===== src/design/assert_macros.svh =====
// assertion macros shared by the glyph transform rtl
// no dependencies; checks compile out when SYNTHESIS is defined
`ifndef ASSERT_MACROS_SVH
`define ASSERT_MACROS_SVH
`ifndef SYNTHESIS
`define ASSERT_PROP(lbl, clk, rst_n, prop, msg) \
  lbl: assert property (@(posedge clk) disable iff (!rst_n) prop) else $error(msg);
`define ASSERT_NEVER(lbl, clk, rst_n, expr, msg) \
  lbl: assert property (@(posedge clk) disable iff (!rst_n) !(expr)) else $error(msg);
`else
`define ASSERT_PROP(lbl, clk, rst_n, prop, msg)
`define ASSERT_NEVER(lbl, clk, rst_n, expr, msg)
`endif
`endif


===== src/design/g8t_pkg.sv =====
// types and constants for the 8x8 glyph transform
// no dependencies
package g8t_pkg;

  localparam int GLYPH_ROWS = 8;
  localparam int ROW_W      = 8;
  localparam int OP_W       = 4;

  typedef enum logic [OP_W-1:0] {
    OP_PASS       = 4'd0,
    OP_CLEAR      = 4'd1,
    OP_INVERT     = 4'd2,
    OP_HMIRROR    = 4'd3,
    OP_VMIRROR    = 4'd4,
    OP_ROTATE     = 4'd5,
    OP_ROLL_LEFT  = 4'd6,
    OP_ROLL_RIGHT = 4'd7,
    OP_ROLL_UP    = 4'd8,
    OP_ROLL_DOWN  = 4'd9
  } op_t;

  typedef logic [GLYPH_ROWS-1:0][ROW_W-1:0] glyph_t;

  typedef struct packed {
    logic [OP_W-1:0]  req_type;
    logic [ROW_W-1:0] row0;
    logic [ROW_W-1:0] row1;
    logic [ROW_W-1:0] row2;
    logic [ROW_W-1:0] row3;
    logic [ROW_W-1:0] row4;
    logic [ROW_W-1:0] row5;
    logic [ROW_W-1:0] row6;
    logic [ROW_W-1:0] row7;
  } g8t_in_t;

  typedef struct packed {
    logic [ROW_W-1:0] out_row0;
    logic [ROW_W-1:0] out_row1;
    logic [ROW_W-1:0] out_row2;
    logic [ROW_W-1:0] out_row3;
    logic [ROW_W-1:0] out_row4;
    logic [ROW_W-1:0] out_row5;
    logic [ROW_W-1:0] out_row6;
    logic [ROW_W-1:0] out_row7;
  } g8t_out_t;

endpackage


===== src/design/glyph_8x8_transform_top.sv =====
// 8x8 glyph transform: input register, transform mux, result register
// depends on g8t_pkg and assert_macros.svh
// throughput: one word per cycle; busy is held low, nothing stalls
// the receiver cannot stall, each result shows for one cycle with out_strobe
// reset: synchronous active-low rst_n clears both valid flags, payload unreset
`include "assert_macros.svh"

module glyph_8x8_transform_top
  import g8t_pkg::*;
(
  input  logic     clk,
  input  logic     rst_n,
  input  logic     start,
  output logic     busy,
  input  g8t_in_t  in_data,
  output logic     out_strobe,
  output g8t_out_t out_data
);

  logic     in_vld_r;
  g8t_in_t  in_r;
  logic     out_vld_r;
  g8t_out_t out_r;
  glyph_t   src;
  glyph_t   res_nxt;

  assign busy = 1'b0;

  always_ff @(posedge clk) begin
    if (!rst_n) begin
      in_vld_r  <= 1'b0;
      out_vld_r <= 1'b0;
    end else begin
      in_vld_r  <= start && !busy;
      out_vld_r <= in_vld_r;
    end
  end

  always_ff @(posedge clk) begin
    if (start && !busy) begin
      in_r <= in_data;
    end
    if (in_vld_r) begin
      out_r.out_row0 <= res_nxt[0];
      out_r.out_row1 <= res_nxt[1];
      out_r.out_row2 <= res_nxt[2];
      out_r.out_row3 <= res_nxt[3];
      out_r.out_row4 <= res_nxt[4];
      out_r.out_row5 <= res_nxt[5];
      out_r.out_row6 <= res_nxt[6];
      out_r.out_row7 <= res_nxt[7];
    end
  end

  always_comb begin
    src[0] = in_r.row0;
    src[1] = in_r.row1;
    src[2] = in_r.row2;
    src[3] = in_r.row3;
    src[4] = in_r.row4;
    src[5] = in_r.row5;
    src[6] = in_r.row6;
    src[7] = in_r.row7;
  end

  always_comb begin
    res_nxt = src;
    case (in_r.req_type)
      OP_CLEAR: begin
        res_nxt = '0;
      end
      OP_INVERT: begin
        res_nxt = ~src;
      end
      OP_HMIRROR: begin
        for (int i = 0; i < GLYPH_ROWS; i++) begin
          for (int b = 0; b < ROW_W; b++) begin
            res_nxt[i][b] = src[i][ROW_W-1-b];
          end
        end
      end
      OP_VMIRROR: begin
        for (int i = 0; i < GLYPH_ROWS; i++) begin
          res_nxt[i] = src[GLYPH_ROWS-1-i];
        end
      end
      OP_ROTATE: begin
        for (int j = 0; j < GLYPH_ROWS; j++) begin
          for (int k = 0; k < GLYPH_ROWS; k++) begin
            res_nxt[j][ROW_W-1-k] = src[k][j];
          end
        end
      end
      OP_ROLL_LEFT: begin
        for (int i = 0; i < GLYPH_ROWS; i++) begin
          res_nxt[i] = {src[i][ROW_W-2:0], src[i][ROW_W-1]};
        end
      end
      OP_ROLL_RIGHT: begin
        for (int i = 0; i < GLYPH_ROWS; i++) begin
          res_nxt[i] = {src[i][0], src[i][ROW_W-1:1]};
        end
      end
      OP_ROLL_UP: begin
        for (int i = 0; i < GLYPH_ROWS; i++) begin
          res_nxt[i] = src[3'(i + 1)];
        end
      end
      OP_ROLL_DOWN: begin
        for (int i = 0; i < GLYPH_ROWS; i++) begin
          res_nxt[i] = src[3'(i + GLYPH_ROWS - 1)];
        end
      end
      default: begin
        res_nxt = src;
      end
    endcase
  end

  assign out_strobe = out_vld_r;
  assign out_data   = out_r;

  `ASSERT_PROP(a_accept_loads, clk, rst_n, start |=> in_vld_r, "accepted word not registered")
  `ASSERT_PROP(a_strobe_follows, clk, rst_n, in_vld_r |=> out_strobe, "result strobe missing")
  `ASSERT_PROP(a_no_spurious, clk, rst_n, !in_vld_r |=> !out_strobe, "result strobe invented")
  `ASSERT_PROP(a_clear_zero, clk, rst_n, (in_vld_r && in_r.req_type == OP_CLEAR) |=> (out_data == '0), "clear result not zero")
  `ASSERT_PROP(a_invert_row0, clk, rst_n, (in_vld_r && in_r.req_type == OP_INVERT) |=> (out_data.out_row0 == ~$past(in_r.row0)), "invert result wrong")
  `ASSERT_NEVER(a_never_busy, clk, rst_n, busy, "busy raised")

endmodule

===== config.mk =====
export PLATFORM = sky130hd
export DESIGN_NAME = glyph_8x8_transform_top
export DESIGN_NICKNAME = d
export VERILOG_FILES = /design/src/design/g8t_pkg.sv /design/src/design/glyph_8x8_transform_top.sv
export VERILOG_INCLUDE_DIRS = /design/src /design/src/design
export SDC_FILE = /design/constraint.sdc
export NUM_CORES = 1
export LEC_CHECK = 0
export ABC_AREA = 0
export BUFFER_PORTS_ARGS = -buffer_cell sky130_fd_sc_hd__clkbuf_2
export CAP_MARGIN = 20
export CORE_ASPECT_RATIO = 0.5
export CORE_UTILIZATION = 35
export DETAILED_ROUTE_END_ITERATION = 10
export HOLD_SLACK_MARGIN = 0.03
export PLACE_DENSITY = 0.58
export SYNTH_ARGS = -nofsm -noshare
export SYNTH_HDL_FRONTEND = slang
export SYNTH_SLANG_ARGS = --single-unit

===== constraint.sdc =====
create_clock -name clk -period 5.7 [get_ports clk]
set_clock_uncertainty 0.1 [all_clocks]
set_input_delay 0.285 -clock clk [delete_from_list [all_inputs] [get_ports clk]]
set_output_delay 0.285 -clock clk [all_outputs]
set_load 0.03 [all_outputs]

# Word level (Yosys, flattened, before mapping)
# Index checks and enable logic that the tools add are counted.
# word_totals
output_inout_bits,66
ff_bits,134
# classes
n_bitwise,1
eq_ne,9
muxes,1
# ops
operator,count
$pmux 64 s9,1
$not 64->64,1
$eq 4x3->1 const B,4
$eq 4x2->1 const B,2
$eq 4x4->1 const B,2
$eq 4x1->1 const B,1

# Logic depth before layout (Yosys ltp)
# logic_depth
word_depth,2
mapped_depth,9
mapped_depth_nobuf,4

# Worst setup path after synthesis
# Ideal clock, no wire load.
# synth_timing
kind,register to register
startpoint,register in_vld_r
endpoint,register out_r (netlist bit out_data[0]) (enable)
arrival_time_ps,1680
path_buffers,0
stages_incl_launch_ff,1
required_time_ps,5173
period_less_slack_ps,2207
setup_slack_ps,3493
path_cell_list,dfxtp_1
# synth_lines
item,line_no,rtl
start: declaration,glyph_8x8_transform_top.sv:20,logic in_vld_r;
start signal: assignment,glyph_8x8_transform_top.sv:34,in_vld_r <= start && !busy;
end: declaration,glyph_8x8_transform_top.sv:23,g8t_out_t out_r;
# No word-level cell between the ends.

==> run metrics <==
Relative slew margins=~17%; buffer count from post-CTS setup fixing=0; worst r2r path cells=6; number of cells on the critical path=6; First DRT Iteration DRCs=roughly 1,600; vias post-DR=roughly 8,900; global routing usage on met3=roughly 11%; end of the worst register-to-register path=out_data[20]$_DFFE_PP_; number of nets in the finished design=between 1,000 and 1,500; Most Frequent Cell on Critical Path=buf_4; placed cell count=1,260; proportion of synthesized flip-flops having asynchronous set or reset=0%; number of buffers between clock root and the deepest sink=2; number of placement rows=40; H-tree depth reported by CTS=4; cell area after synthesis=8770 um^2; count of maximum capacitance violations=0; Critical Path Fanout Max=between 60 and 70; drc violations=0; timing startpoint of the critical path=in_r[66]$_DFFE_PP_; Clock Pin Slew Worst Setup and Hold Paths=0.06 ns; average footprint of a synthesized cell=10.0 um^2; Port Buf Inserts=135; outcome=finished, final reports clean; min Tclk post-route=between 3 and 4 ns; setup repair after global routing missed its margin=no; critical path's top delay family=buffers and inverters; Synth Register Bits=between 100 and 150; kind of critical path=reg -> reg; warning count from the yosys run=0; slowest cell delay on critical path=0.65 ns; Root Driver=clkbuf_16; Post-DP HPWL=approximately 24,000 um; fraction of layout cells with a size suffix above 1=21.3%; Yosys cell types=approximately 80; die width=around 230 um; reg2reg setup slack=2.55 ns; antenna violation net count after detailed routing=0; clock insertion delay at the later pin of the skew report=around 0.44 ns; Design Area, Final=about 11,000 um^2; grt peak-use layer=met1; CP bufs+invs=2; core box area=roughly 24,000 um^2; WHS=~0.45 ns; number of filler instances in the final layout=approximately 2,400; initial core utilization=a little over a third; CTS tree=built; Final Setup Violations=0; Initial DRT Pass Iterations=8; measured slew at the worst slew-check pin=1.25 ns; drt wl/cell=about 28 um; post-route clock period utilization=55.2%; Min-Delay Path Class=in -> reg; Max Clock Freq=around 0.32 GHz; final slew viol count=0; global routing met2 resource utilization=roughly two fifths; startpoint of the most critical register-to-register path=in_r[66]$_DFFE_PP_; sequential cell area fraction in the yosys report=45.7%; I/O Pins=~140; clk sink count=between 100 and 150; die outline area=between 20,000 and 30,000 um^2; CP cell instances=buf_4 > nor2_2 > a21oi_4 > buf_4 > nor2_1 > a211oi_1; total wire length=between 30,000 and 40,000 um; DP Area=around 9400 um^2; largest net degree at the start of global routing=roughly 70; met1 GRT Util=about 43%; quantity of gates resized following cts=0; most used flip-flop cell after synthesis=edfxtp_1; VDD IR-drop max=between 0.00015 and 0.0002 V; leftover overflow at the end of global routing=0; antenna fix cells=0; hold-fix buffers at CTS=around 70; EDFF count, synth=~130; placer congestion estimate=approximately 1.0; global routing usage summed across all routing layers=29.5%; sort of element at the end of the critical path=flip-flop; synthesized net count=around 950; die height=~110 um; kind of start point of the critical path=flip-flop; commonest cells after routing, fill and taps aside=clkbuf_2 (134), edfxtp_1 (132), a21oi_1 (84); via count of the first global-routing pass=around 8,300; power density over the cells=slightly above 300 nW/um^2; routed vias/inst=about 6.5; most common cell after layout, fill and taps aside=clkbuf_2; Finished Layout Cells=1,361; required time at the endpoint of the critical path=5.85 ns; worst-path cell with the longest stage delay=a21oi_4; global-route wire length before repair=between 50,000 and 60,000 um; TNS Setup=0 ns; Layout area overhead=21.6%; initial antenna violation count=0; Static Leak=approximately 3.9 nW; worst setup path end=out_data[20]$_DFFE_PP_; total CTS buffers=17; arrival time worst endpoint=3.30 ns; cell count after synthesis=875; Hold Fails Final Rpt=0
where the power goes:
| group | leakage (nW) | switching [mW] | internal (mW) |
|---|---|---|---|
| clock network | 0.268 | 0.476 | 0.645 |
| registers | 1.28 | 0.135 | 1.20 |
| logic | 2.31 | 0.542 | 0.291 |
cell type report:
cell class	count	area (um^2)	share of cell area (%)
multi-input cells	616	4080	38.2
clock inverters	15	155	1.46
inverters	22	82.6	0.775
repair buffers	221	1490	14.0
well taps	336	420	3.94
clock buffers	17	425	3.99
flip-flops and latches	134	4010	37.6
through the flow:
stage	utilization, %	total power, mW	worst slack [ns]
2_1_floorplan	-	1.83	3.49
3_3_place_gp	38.6	2.10	2.76
3_5_place_dp	38.7	2.11	2.75
4_1_cts	43.9	3.26	2.72
5_1_grt	43.9	3.38	2.47
6_report	43.9	3.29	2.55
synth_stat cells, types with 5 or more instances:
library cell,instances,area share [%]
o31ai_1,5,0.43
nor2_1,32,1.4
nor3_1,6,0.34
o221ai_1,15,1.5
and2_1,11,0.79
a32oi_1,18,1.8
buf_2,52,3.0
o21a_1,5,0.43
nand2b_1,16,1.1
clkbuf_1,22,0.94
o22ai_1,15,1.1
a211oi_1,5,0.43
nand2_1,66,2.8
o21ai_0,41,2.3
a31oi_1,15,1.1
edfxtp_1,132,45
nand3_1,18,1.0
o22a_1,16,1.6
a21oi_1,84,4.8
a22o_1,8,0.80
mux2_1,6,0.77
buf_6,14,1.8
buf_4,14,1.2
a221oi_1,16,1.6
nand3b_1,6,0.51
a41oi_1,5,0.50
o32a_1,10,1.1
a21o_1,6,0.51
nor2b_1,19,1.4
o2bb2ai_1,8,0.80
mux2_2,9,1.2
a2bb2oi_1,8,0.80
o21ai_1,30,1.7
mux2i_1,13,1.5
a22oi_1,24,2.1
or2_1,6,0.43
o211ai_1,7,0.60
inv_1,18,0.77
registers in the layout (all words and copies together), names as in the netlist:
register	cells
out_data	64
in_vld_r	1
in_r	68
out_strobe	1
worst min-delay path by stage:
stage | from | end | slack, ns | cells past startpoint
after detailed placement | in_data[26] | in_r[26]$_DFFE_PP_ | 0.36 | 1
after CTS | in_data[49] | in_r[49]$_DFFE_PP_ | 0.44 | 2
final | in_data[39] | in_r[39]$_DFFE_PP_ | 0.45 | 2
after floorplan | in_data[0] | in_r[0]$_DFFE_PP_ | 0.28 | 0
after global routing | in_data[39] | in_r[39]$_DFFE_PP_ | 0.45 | 2
after global placement | in_data[3] | in_r[3]$_DFFE_PP_ | 0.36 | 1
cells by family after synthesis:
group                  synth area share [%]
flip-flops                             45.7
XOR/XNOR                             0.0999
buffers and inverters                  7.91
AO/OA/AOI/OAI                          29.9
other                                0.0428
AND/OR/NAND/NOR                        12.2
multiplexers                           4.18
routing by layer:
layer | part of all wire, % | vias up
met5 | 0 | -
met4 | 2.5 | 0
met3 | 16 | 110
met2 | 40 | 769
met1 | 42 | 4268
li1 | - | 3705
Power figures use the tool's default switching activity.
